<file path="src/hdl/lspe_pkg.sv">
// Shared widths, register codes and the channel weight function of the line sensor estimator.
`timescale 1ns / 1ps

package lspe_pkg;

   // field widths
   localparam int CH_W     = 3;
   localparam int SAMPLE_W = 16;
   localparam int NORM_W   = 10;
   localparam int POS_W    = 13;
   localparam int SUM_W    = 13;
   localparam int WSUM_W   = 25;
   localparam int CAL_W    = 64;
   localparam int WEIGHT_W = 13;
   localparam int PROD_W   = NORM_W + WEIGHT_W;

   // divider datapath: numerator (raw - min) * 1000 fits in 26 bits
   localparam int DIV_W   = 26;
   localparam int QUO_W   = 13;
   localparam int CNT_W   = 4;
   localparam int NORM_QB = 10;   // quotient bits for the sample normalization
   localparam int POS_QB  = 13;   // quotient bits for the centroid

   localparam int NUM_CHANNELS_DEFAULT = 8;

   localparam logic [NORM_W-1:0] NORM_FULL = 10'd1000;
   localparam logic [SUM_W-1:0]  SUM_MAX   = 13'd8191;
   localparam logic [WSUM_W-1:0] WSUM_MAX  = 25'd33554431;

   // configuration register codes
   localparam int CSR_IDX_W = 3;
   typedef enum logic [CSR_IDX_W-1:0] {
      CSR_CAL_MIN_LOW  = 3'd0,
      CSR_CAL_MIN_HIGH = 3'd1,
      CSR_CAL_MAX_LOW  = 3'd2,
      CSR_CAL_MAX_HIGH = 3'd3,
      CSR_LINE_THRESH  = 3'd4
   } csr_index_type;

   // position weight of a channel: channel * 1000
   function automatic logic [WEIGHT_W-1:0] chan_weight(input logic [CH_W-1:0] ch);
      return WEIGHT_W'(ch) * WEIGHT_W'(NORM_FULL);
   endfunction

endpackage

</file>
<file path="src/hdl/line_sensor_position_estimator.sv">
// Line sensor position estimator: sample normalization and weighted centroid per frame.
`timescale 1ns / 1ps

// One word per sample in, one word per sample out. A sample is scaled to 0..1000 with its
// channel's calibration window by a shift-subtract divider that resolves one quotient bit a
// cycle. The last channel (NUM_CHANNELS-1) then runs the same divider over the frame's
// weighted sum for up to 13 more bits. The block works on one word at a time; its result
// sits in an output register, so the next word is taken while the previous result still
// waits. Configuration writes are always ready and must be made while no word is in flight.
module line_sensor_position_estimator #(
   parameter int NUM_CHANNELS = lspe_pkg::NUM_CHANNELS_DEFAULT
) (
   input  logic                           clock,
   input  logic                           reset,
   // sample words
   input  logic                           req_valid,
   output logic                           req_stall,
   input  logic [lspe_pkg::CH_W-1:0]      req_sensor_channel,
   input  logic [lspe_pkg::SAMPLE_W-1:0]  req_raw_sample,
   // result words
   output logic                           rsp_valid,
   input  logic                           rsp_stall,
   output logic [lspe_pkg::CH_W-1:0]      rsp_out_channel,
   output logic [lspe_pkg::NORM_W-1:0]    rsp_normalized,
   output logic                           rsp_frame_end,
   output logic [lspe_pkg::POS_W-1:0]     rsp_line_position,
   output logic                           rsp_signal_seen,
   output logic                           rsp_on_line,
   // register writes
   input  logic                           csr_valid,
   output logic                           csr_ready,
   input  logic [lspe_pkg::CSR_IDX_W-1:0] csr_index,
   input  logic [lspe_pkg::CAL_W-1:0]     csr_wdata
);
   import lspe_pkg::*;

   localparam logic [CH_W:0]    NUM_CH   = (CH_W + 1)'(NUM_CHANNELS);
   localparam logic [CH_W-1:0]  LAST_CH  = CH_W'(NUM_CHANNELS - 1);
   localparam logic [POS_W-1:0] POS_MAX  = POS_W'((NUM_CHANNELS - 1) * 1000);
   localparam logic [CAL_W-1:0] MAX_INIT = 64'h0001_0001_0001_0001;

   typedef enum logic [3:0] {
      S_IDLE,
      S_MUL,
      S_NCHK,
      S_NDIV,
      S_ACC,
      S_WACC,
      S_PCHK,
      S_PDIV,
      S_DONE
   } state_type;

   // control and architectural state
   state_type             state_ff, state_in;
   logic [CAL_W-1:0]      cal_min_lo_ff, cal_min_lo_in;
   logic [CAL_W-1:0]      cal_min_hi_ff, cal_min_hi_in;
   logic [CAL_W-1:0]      cal_max_lo_ff, cal_max_lo_in;
   logic [CAL_W-1:0]      cal_max_hi_ff, cal_max_hi_in;
   logic [NORM_W-1:0]     thresh_ff, thresh_in;
   logic [SUM_W-1:0]      sum_ff, sum_in;
   logic [WSUM_W-1:0]     wsum_ff, wsum_in;
   logic [NORM_W-1:0]     peak_ff, peak_in;
   logic [POS_W-1:0]      held_ff, held_in;
   logic                  rsp_valid_ff, rsp_valid_in;
   logic [CH_W-1:0]       rsp_ch_ff, rsp_ch_in;
   logic [NORM_W-1:0]     rsp_norm_ff, rsp_norm_in;
   logic                  rsp_end_ff, rsp_end_in;
   logic [POS_W-1:0]      rsp_pos_ff, rsp_pos_in;
   logic                  rsp_seen_ff, rsp_seen_in;
   logic                  rsp_online_ff, rsp_online_in;

   // datapath registers
   logic [CH_W-1:0]       item_ch_ff, item_ch_in;
   logic [SAMPLE_W-1:0]   diff_ff, diff_in;
   logic [SAMPLE_W-1:0]   divisor_ff, divisor_in;
   logic                  below_ff, below_in;
   logic [DIV_W-1:0]      div_rem_ff, div_rem_in;
   logic [DIV_W-1:0]      div_sub_ff, div_sub_in;
   logic [QUO_W-1:0]      div_quo_ff, div_quo_in;
   logic [CNT_W-1:0]      div_cnt_ff, div_cnt_in;
   logic [NORM_W-1:0]     norm_ff, norm_in;
   logic [PROD_W-1:0]     prod_ff, prod_in;
   logic                  seen_ff, seen_in;
   logic                  online_ff, online_in;

   // calibration word lookup for the incoming channel
   logic [CAL_W-1:0]      min_reg, max_reg;
   logic [SAMPLE_W-1:0]   cal_min, cal_max;
   logic [CH_W:0]         ch_ext;
   logic                  item_in_array, item_last;

   // one shift-subtract step of the divider
   logic                  div_ge;
   logic [DIV_W-1:0]      div_diff;
   logic [QUO_W-1:0]      quo_next;

   // accumulation terms
   logic [SUM_W:0]        sum_add;
   logic [WSUM_W:0]       wsum_add;
   logic [SUM_W-1:0]      sum_base;
   logic [NORM_W-1:0]     peak_base;

   logic                  out_free;

   assign min_reg = req_sensor_channel[2] ? cal_min_hi_ff : cal_min_lo_ff;
   assign max_reg = req_sensor_channel[2] ? cal_max_hi_ff : cal_max_lo_ff;
   assign cal_min = min_reg[{req_sensor_channel[1:0], 4'b0000} +: SAMPLE_W];
   assign cal_max = max_reg[{req_sensor_channel[1:0], 4'b0000} +: SAMPLE_W];

   assign ch_ext        = {1'b0, item_ch_ff};
   assign item_in_array = ch_ext < NUM_CH;
   assign item_last     = item_in_array && (item_ch_ff == LAST_CH);

   assign div_ge   = div_rem_ff >= div_sub_ff;
   assign div_diff = div_rem_ff - div_sub_ff;
   assign quo_next = {div_quo_ff[QUO_W-2:0], div_ge};

   // channel 0 opens a fresh frame
   assign sum_base  = (item_ch_ff == '0) ? '0 : sum_ff;
   assign peak_base = (item_ch_ff == '0) ? '0 : peak_ff;
   assign sum_add   = (SUM_W + 1)'(sum_base) + (SUM_W + 1)'(norm_ff);
   assign wsum_add  = (WSUM_W + 1)'(wsum_ff) + (WSUM_W + 1)'(prod_ff);

   assign out_free = !rsp_valid_ff || !rsp_stall;

   assign req_stall         = (state_ff != S_IDLE);
   assign csr_ready         = 1'b1;
   assign rsp_valid         = rsp_valid_ff;
   assign rsp_out_channel   = rsp_ch_ff;
   assign rsp_normalized    = rsp_norm_ff;
   assign rsp_frame_end     = rsp_end_ff;
   assign rsp_line_position = rsp_pos_ff;
   assign rsp_signal_seen   = rsp_seen_ff;
   assign rsp_on_line       = rsp_online_ff;

   always_comb begin
      state_in      = state_ff;
      cal_min_lo_in = cal_min_lo_ff;
      cal_min_hi_in = cal_min_hi_ff;
      cal_max_lo_in = cal_max_lo_ff;
      cal_max_hi_in = cal_max_hi_ff;
      thresh_in     = thresh_ff;
      sum_in        = sum_ff;
      wsum_in       = wsum_ff;
      peak_in       = peak_ff;
      held_in       = held_ff;
      rsp_valid_in  = rsp_valid_ff && rsp_stall;
      rsp_ch_in     = rsp_ch_ff;
      rsp_norm_in   = rsp_norm_ff;
      rsp_end_in    = rsp_end_ff;
      rsp_pos_in    = rsp_pos_ff;
      rsp_seen_in   = rsp_seen_ff;
      rsp_online_in = rsp_online_ff;
      item_ch_in    = item_ch_ff;
      diff_in       = diff_ff;
      divisor_in    = divisor_ff;
      below_in      = below_ff;
      div_rem_in    = div_rem_ff;
      div_sub_in    = div_sub_ff;
      div_quo_in    = div_quo_ff;
      div_cnt_in    = div_cnt_ff;
      norm_in       = norm_ff;
      prod_in       = prod_ff;
      seen_in       = seen_ff;
      online_in     = online_ff;

      // take register writes
      if (csr_valid && csr_ready) begin
         unique case (csr_index_type'(csr_index))
            CSR_CAL_MIN_LOW:  cal_min_lo_in = csr_wdata;
            CSR_CAL_MIN_HIGH: cal_min_hi_in = csr_wdata;
            CSR_CAL_MAX_LOW:  cal_max_lo_in = csr_wdata;
            CSR_CAL_MAX_HIGH: cal_max_hi_in = csr_wdata;
            CSR_LINE_THRESH:  thresh_in     = csr_wdata[NORM_W-1:0];
            default: ;
         endcase
      end

      unique case (state_ff)
         // latch the word and its calibration window
         S_IDLE: begin
            if (req_valid && !req_stall) begin
               item_ch_in = req_sensor_channel;
               below_in   = req_raw_sample <= cal_min;
               diff_in    = req_raw_sample - cal_min;
               divisor_in = (cal_max > cal_min) ? (cal_max - cal_min) : SAMPLE_W'(1);
               state_in   = S_MUL;
            end
         end
         // scale the offset by full range
         S_MUL: begin
            div_rem_in = DIV_W'(diff_ff) * DIV_W'(NORM_FULL);
            div_sub_in = {divisor_ff, NORM_QB'(0)};
            state_in   = S_NCHK;
         end
         // settle the zero and saturated cases, else start the divider
         S_NCHK: begin
            if (below_ff) begin
               norm_in  = '0;
               state_in = S_ACC;
            end else if (div_ge) begin
               norm_in  = NORM_FULL;
               state_in = S_ACC;
            end else begin
               div_sub_in = div_sub_ff >> 1;
               div_quo_in = '0;
               div_cnt_in = CNT_W'(NORM_QB - 1);
               state_in   = S_NDIV;
            end
         end
         // one quotient bit per cycle
         S_NDIV: begin
            if (div_ge) begin
               div_rem_in = div_diff;
            end
            div_quo_in = quo_next;
            div_sub_in = div_sub_ff >> 1;
            div_cnt_in = div_cnt_ff - 1'b1;
            if (div_cnt_ff == '0) begin
               norm_in  = (quo_next[NORM_W-1:0] > NORM_FULL) ? NORM_FULL
                                                             : quo_next[NORM_W-1:0];
               state_in = S_ACC;
            end
         end
         // add to the frame sum and peak, form the weighted term; channels in the array only
         S_ACC: begin
            if (item_in_array) begin
               sum_in   = sum_add[SUM_W] ? SUM_MAX : sum_add[SUM_W-1:0];
               peak_in  = (norm_ff > peak_base) ? norm_ff : peak_base;
               prod_in  = PROD_W'(norm_ff) * PROD_W'(chan_weight(item_ch_ff));
               state_in = S_WACC;
               if (item_ch_ff == '0) begin
                  wsum_in = '0;
               end
            end else begin
               seen_in   = 1'b0;
               online_in = 1'b0;
               state_in  = S_DONE;
            end
         end
         // add the weighted term; the last channel goes on to the centroid
         S_WACC: begin
            wsum_in = wsum_add[WSUM_W] ? WSUM_MAX : wsum_add[WSUM_W-1:0];
            seen_in   = 1'b0;
            online_in = 1'b0;
            if (item_last) begin
               div_rem_in = DIV_W'(wsum_in);
               div_sub_in = {sum_ff, POS_QB'(0)};
               state_in   = S_PCHK;
            end else begin
               state_in = S_DONE;
            end
         end
         // hold on an empty frame, clamp on overflow, else divide
         S_PCHK: begin
            online_in = peak_ff > thresh_ff;
            if (sum_ff == '0) begin
               state_in = S_DONE;
            end else if (div_ge) begin
               held_in  = POS_MAX;
               seen_in  = 1'b1;
               state_in = S_DONE;
            end else begin
               div_sub_in = div_sub_ff >> 1;
               div_quo_in = '0;
               div_cnt_in = CNT_W'(POS_QB - 1);
               state_in   = S_PDIV;
            end
         end
         S_PDIV: begin
            if (div_ge) begin
               div_rem_in = div_diff;
            end
            div_quo_in = quo_next;
            div_sub_in = div_sub_ff >> 1;
            div_cnt_in = div_cnt_ff - 1'b1;
            if (div_cnt_ff == '0) begin
               held_in  = (quo_next > POS_MAX) ? POS_MAX : quo_next;
               seen_in  = 1'b1;
               state_in = S_DONE;
            end
         end
         // hand the word to the output register once it is free
         S_DONE: begin
            if (out_free) begin
               rsp_valid_in  = 1'b1;
               rsp_ch_in     = item_ch_ff;
               rsp_norm_in   = norm_ff;
               rsp_end_in    = item_last;
               rsp_pos_in    = held_ff;
               rsp_seen_in   = seen_ff;
               rsp_online_in = online_ff;
               if (item_last) begin
                  sum_in  = '0;
                  wsum_in = '0;
                  peak_in = '0;
               end
               state_in = S_IDLE;
            end
         end
         default: state_in = S_IDLE;
      endcase
   end

   // state, configuration, accumulators and output word
   always_ff @(posedge clock) begin
      if (reset) begin
         state_ff      <= S_IDLE;
         cal_min_lo_ff <= '0;
         cal_min_hi_ff <= '0;
         cal_max_lo_ff <= MAX_INIT;
         cal_max_hi_ff <= MAX_INIT;
         thresh_ff     <= NORM_W'(500);
         sum_ff        <= '0;
         wsum_ff       <= '0;
         peak_ff       <= '0;
         held_ff       <= '0;
         rsp_valid_ff  <= 1'b0;
         rsp_ch_ff     <= '0;
         rsp_norm_ff   <= '0;
         rsp_end_ff    <= 1'b0;
         rsp_pos_ff    <= '0;
         rsp_seen_ff   <= 1'b0;
         rsp_online_ff <= 1'b0;
      end else begin
         state_ff      <= state_in;
         cal_min_lo_ff <= cal_min_lo_in;
         cal_min_hi_ff <= cal_min_hi_in;
         cal_max_lo_ff <= cal_max_lo_in;
         cal_max_hi_ff <= cal_max_hi_in;
         thresh_ff     <= thresh_in;
         sum_ff        <= sum_in;
         wsum_ff       <= wsum_in;
         peak_ff       <= peak_in;
         held_ff       <= held_in;
         rsp_valid_ff  <= rsp_valid_in;
         rsp_ch_ff     <= rsp_ch_in;
         rsp_norm_ff   <= rsp_norm_in;
         rsp_end_ff    <= rsp_end_in;
         rsp_pos_ff    <= rsp_pos_in;
         rsp_seen_ff   <= rsp_seen_in;
         rsp_online_ff <= rsp_online_in;
      end
   end

   // working registers of the current word
   always_ff @(posedge clock) begin
      item_ch_ff <= item_ch_in;
      diff_ff    <= diff_in;
      divisor_ff <= divisor_in;
      below_ff   <= below_in;
      div_rem_ff <= div_rem_in;
      div_sub_ff <= div_sub_in;
      div_quo_ff <= div_quo_in;
      div_cnt_ff <= div_cnt_in;
      norm_ff    <= norm_in;
      prod_ff    <= prod_in;
      seen_ff    <= seen_in;
      online_ff  <= online_in;
   end

endmodule

</file>
<file path="config.mk">
export PLATFORM = sky130hd
export DESIGN_NAME = line_sensor_position_estimator
export DESIGN_NICKNAME = d
export VERILOG_FILES = /design/src/hdl/lspe_pkg.sv /design/src/hdl/line_sensor_position_estimator.sv
export SDC_FILE = /design/constraint.sdc
export NUM_CORES = 2
export LEC_CHECK = 0
export BUFFER_PORTS_ARGS = -buffer_cell sky130_fd_sc_hd__buf_2
export CAP_MARGIN = 20
export CORE_ASPECT_RATIO = 1.75
export CORE_MARGIN = 1.5
export CORE_UTILIZATION = 35
export DETAILED_ROUTE_END_ITERATION = 8
export HOLD_SLACK_MARGIN = 0.03
export PLACE_DENSITY = 0.48
export REMOVE_ABC_BUFFERS = 1
export SETUP_SLACK_MARGIN = 0.4
export SLEW_MARGIN = 0
export SYNTH_ARGS = -nofsm -noshare
export SYNTH_HDL_FRONTEND = slang
export SYNTH_SLANG_ARGS = --single-unit
</file>
<file path="constraint.sdc">
create_clock -name clock -period 8.87 [get_ports clock]
set_input_delay 1.774 -clock clock [delete_from_list [all_inputs] [get_ports clock]]
set_output_delay 1.774 -clock clock [all_outputs]
set_load 0.02 [all_outputs]
</file>
==> qor.txt <==
Max Fanout on Critical Path: 13
latest clock arrival within the worst-skew pair: 0.63 ns
root buffer cell: clkbuf_16
H-tree levels: 2
clk_skew: 0.0212 ns
GR Overflow Total: 0
number of antenna violations at the first check in global routing: 10
syn avg cell area: 9.04 µm²
effective utilization at floorplan: 0.354
Distinct cells, synth: 79
GRT Util Overall: 0.207
crit path time final: 7.33 ns
Detailed Routing Iterations Pass 1: 5
DP HPWL: 65800 µm
CTS tree: yes
Die H: 393 µm
hold wc startpoint: held_ff[10]$_SDFFE_PP0P_
Reg2Reg Setup Slack: 1.54 ns
cell depth of the worst hold path: 2
Synth Register Bits: 497
register area share after synthesis: 0.372
worst flop-to-flop path endpoint: prod_ff[22]$_DFFE_PP_
die area: 0.0886 mm²
Core Region: 0.0858 mm²
total CTS buffers: 50
first-pass GRT wire length: 141000 µm
crit-path most repeated cell: fa_1
Ys Warns: 0
worst hold endpoint: rsp_line_position[10]$_SDFFE_PP0P_
I/O pin cnt: 123
crit path kind: register to register
Top delay family on crit path: adder cells
WP data arrival: 7.70 ns
HP Class: register to register
Syn Inst Count: 3358
Max Slew Vio Count: 0
Worst-path clk slew: 0.07 ns
Post-DRT Antenna Nets: 0
DP Cell Count: 4495
RSZ-0062 raised after global routing: false
Simple-Gate Fraction of Synth Area: 0.167
DR WL/cell: 19.7 µm
MaxCap Viol Count: 0
period utilization: 0.826
XOR/XNOR Fraction of Synth Area: 0.0303
reg2reg path depth: 24
reg2reg start: item_ch_ff[1]$_DFFE_PP_
Post-synth EDFFs: 136
RePlAce Congestion: 0.836
ANT cells: 0
post-CTS setup buffer count: 0
DRT Wirelength: 90300 µm
slowest stage cell, crit path: a21oi_1
worst-path cell chain: inv_1 > ha_1 > ha_1 > fa_1 > a21oi_1 > o21bai_1 > a21oi_1 > nand2b_1 > fa_1 > fa_1 > inv_1 > fa_1 > fa_1 > inv_1 > fa_1 > inv_1 > ha_1 > nand3_1 > o2111ai_1 > a31o_2 > a41o_1 > a21o_1 > a21oi_1 > xnor2_1
largest family of logic cells by synthesized area: adder cells
Remaining DRCs: 0
CP Data Required Time: 9.25 ns
Post-synth top flop: dfxtp_1
Final Setup Violations: 0
fin cells: 4589
# rows: 142
Highest Clock Rate: 0.136 GHz
hold_buf cts: 0
CP endpoint kind: register
post-layout instance area: 0.0340 mm²
Async SR Flop Fraction: 0
Iter 0 DRT Violations: 981
largest net degree at the start of global routing: 191
Buf/Inv on CP: 4
post_cts resized: 0
via count: 23600
Synth Area in Compound Gates: 0.150
status: finished, final reports clean
area grow syn2layout: 11.8%
Startpoint Class: register
Area after DPL: 0.0321 mm²
Avg Vias per Cell: 5.15
Layout Nets: 3838
area share of fa/ha/maj cells after synthesis: 0.176
Worst-Margin Slew: 1.12 ns
via count of the first global-routing pass: 24600
final core occ: 0.396
largest stage delay on the critical path: 0.66 ns
Die Wd: 226 µm
clock buffer depth: 3
mapped cell area: 0.0304 mm²
clk sink count: 497
layout cells sized above 1: 0.108
Hold Vio Cnt, Final: 0
port buffer count: 121
TNS Setup: 0 ns
multiplexer area fraction after synthesis: 0.0596
Worst slew margin: 0.240
-- registers in the layout (all words and copies together) (netlist names), 4 cells and up --
register,flops
cal_max_hi_ff,64
cal_max_lo_ff,64
cal_min_hi_ff,64
cal_min_lo_ff,64
diff_ff,16
div_cnt_ff,4
div_quo_ff,12
div_rem_ff,26
div_sub_ff,26
divisor_ff,16
held_ff,13
norm_ff,10
peak_ff,10
prod_ff,20
rsp_line_position,13
rsp_normalized,10
state_ff,4
sum_ff,13
thresh_ff,10
wsum_ff,25
-- synth_stat cells (12+ instances only) --
cell | instances | area, µm²
mux2i_1 | 20 | 200
nor2b_1 | 37 | 231
a21o_1 | 45 | 338
nor2_1 | 156 | 586
o21a_1 | 25 | 188
nand2b_1 | 26 | 163
and2_1 | 48 | 300
xor2_1 | 34 | 298
nand2_1 | 772 | 2900
o211ai_1 | 17 | 128
xnor2_1 | 71 | 622
buf_1 | 27 | 101
clkbuf_1 | 136 | 510
nor3_1 | 30 | 150
and3_1 | 17 | 106
nand3_1 | 42 | 210
o21ai_0 | 98 | 490
a21oi_1 | 394 | 1970
edfxtp_1 | 136 | 4080
mux2_2 | 15 | 169
ha_1 | 226 | 2830
mux4_2 | 64 | 1440
o21bai_1 | 17 | 128
inv_1 | 193 | 724
dfxtp_1 | 361 | 7230
fa_1 | 125 | 2500
a22o_1 | 12 | 105
a31oi_1 | 12 | 75.1
nand4_1 | 16 | 100
a22oi_1 | 19 | 143
-- area by class of cell --
class | count | area, µm²
tap | 1152 | 1440
sequential | 497 | 11300
timing repair buffer | 158 | 943
clock inverter | 31 | 387
multi-input combinational | 2496 | 17800
clock buffer | 62 | 1400
fill | 8775 | 51900
inverter | 193 | 724
-- stage by stage --
| step | hold slack [ns] | setup WS (ns) |
|---|---|---|
| after global routing | 0.464 | 1.11 |
| after floorplan | 0.421 | 2.30 |
| after global placement | 0.435 | 1.67 |
| after detailed placement | 0.443 | 1.55 |
| final | 0.450 | 1.54 |
| after CTS | 0.451 | 1.52 |
-- worst register-to-register path: stages, from the launching register on --
cell,delay [ns]
edfxtp_1,0.65
inv_1,0.24
ha_1,0.33
ha_1,0.23
fa_1,0.44
a21oi_1,0.16
o21bai_1,0.07
a21oi_1,0.66
nand2b_1,0.21
fa_1,0.45
fa_1,0.49
inv_1,0.05
fa_1,0.46
fa_1,0.49
inv_1,0.05
fa_1,0.47
inv_1,0.04
ha_1,0.33
nand3_1,0.14
o2111ai_1,0.17
a31o_2,0.29
a41o_1,0.26
a21o_1,0.18
a21oi_1,0.16
xnor2_1,0.07
-- cells in the final DEF (no fill, tap or decap), types with 15 or more instances in the layout --
| cell type | instances |
|---|---|
| nand2_1 | 771 |
| a21oi_1 | 393 |
| dfxtp_1 | 361 |
| ha_1 | 226 |
| inv_1 | 193 |
| nor2_1 | 151 |
| edfxtp_1 | 136 |
| fa_1 | 125 |
| buf_2 | 118 |
| o21ai_0 | 98 |
| xnor2_1 | 71 |
| mux4_2 | 64 |
| clkbuf_16 | 52 |
| and2_1 | 47 |
| a21o_1 | 45 |
| nand3_1 | 41 |
| nor2b_1 | 37 |
| buf_4 | 36 |
| xor2_1 | 34 |
| nor3_1 | 30 |
| nand2b_1 | 26 |
| o21a_1 | 25 |
| mux2i_1 | 19 |
| a22oi_1 | 19 |
| o21bai_1 | 17 |
| o211ai_1 | 17 |
| nand4_1 | 16 |
| and3_1 | 15 |
| mux2_2 | 15 |
-- cells by family after synthesis --
logic type / after synthesis
fa+ha+maj: 351
buf+inv: 365
compound gates: 751
flops: 497
other cells: 1
mux: 99
simple gates: 1189
xor+xnor: 105
-- metal layers --
layer	global-route usage	vias to the layer above	wire length, µm
li1	-	11600	-
met1	0.211	11500	33000
met2	0.414	340	50500
met3	0.0267	164	2750
met4	0.0880	18	3890
met5	0	-	101
-- how the worst max path moves through the flow --
stage / depth (start not counted) / slack [ns] / startpoint / to
finish: 24 / 1.54 / item_ch_ff[1]$_DFFE_PP_ / prod_ff[22]$_DFFE_PP_
global route: 24 / 1.11 / item_ch_ff[1]$_DFFE_PP_ / prod_ff[22]$_DFFE_PP_
CTS: 24 / 1.52 / item_ch_ff[1]$_DFFE_PP_ / prod_ff[22]$_DFFE_PP_
detailed placement: 24 / 1.55 / item_ch_ff[1]$_DFFE_PP_ / prod_ff[22]$_DFFE_PP_
global placement: 24 / 1.67 / item_ch_ff[1]$_DFFE_PP_ / prod_ff[22]$_DFFE_PP_
floorplan: 24 / 2.30 / item_ch_ff[1]$_DFFE_PP_ / prod_ff[22]$_DFFE_PP_
Power is not shown: default switching activity piles up to over one toggle a cycle in this logic, so the estimate is an artifact.
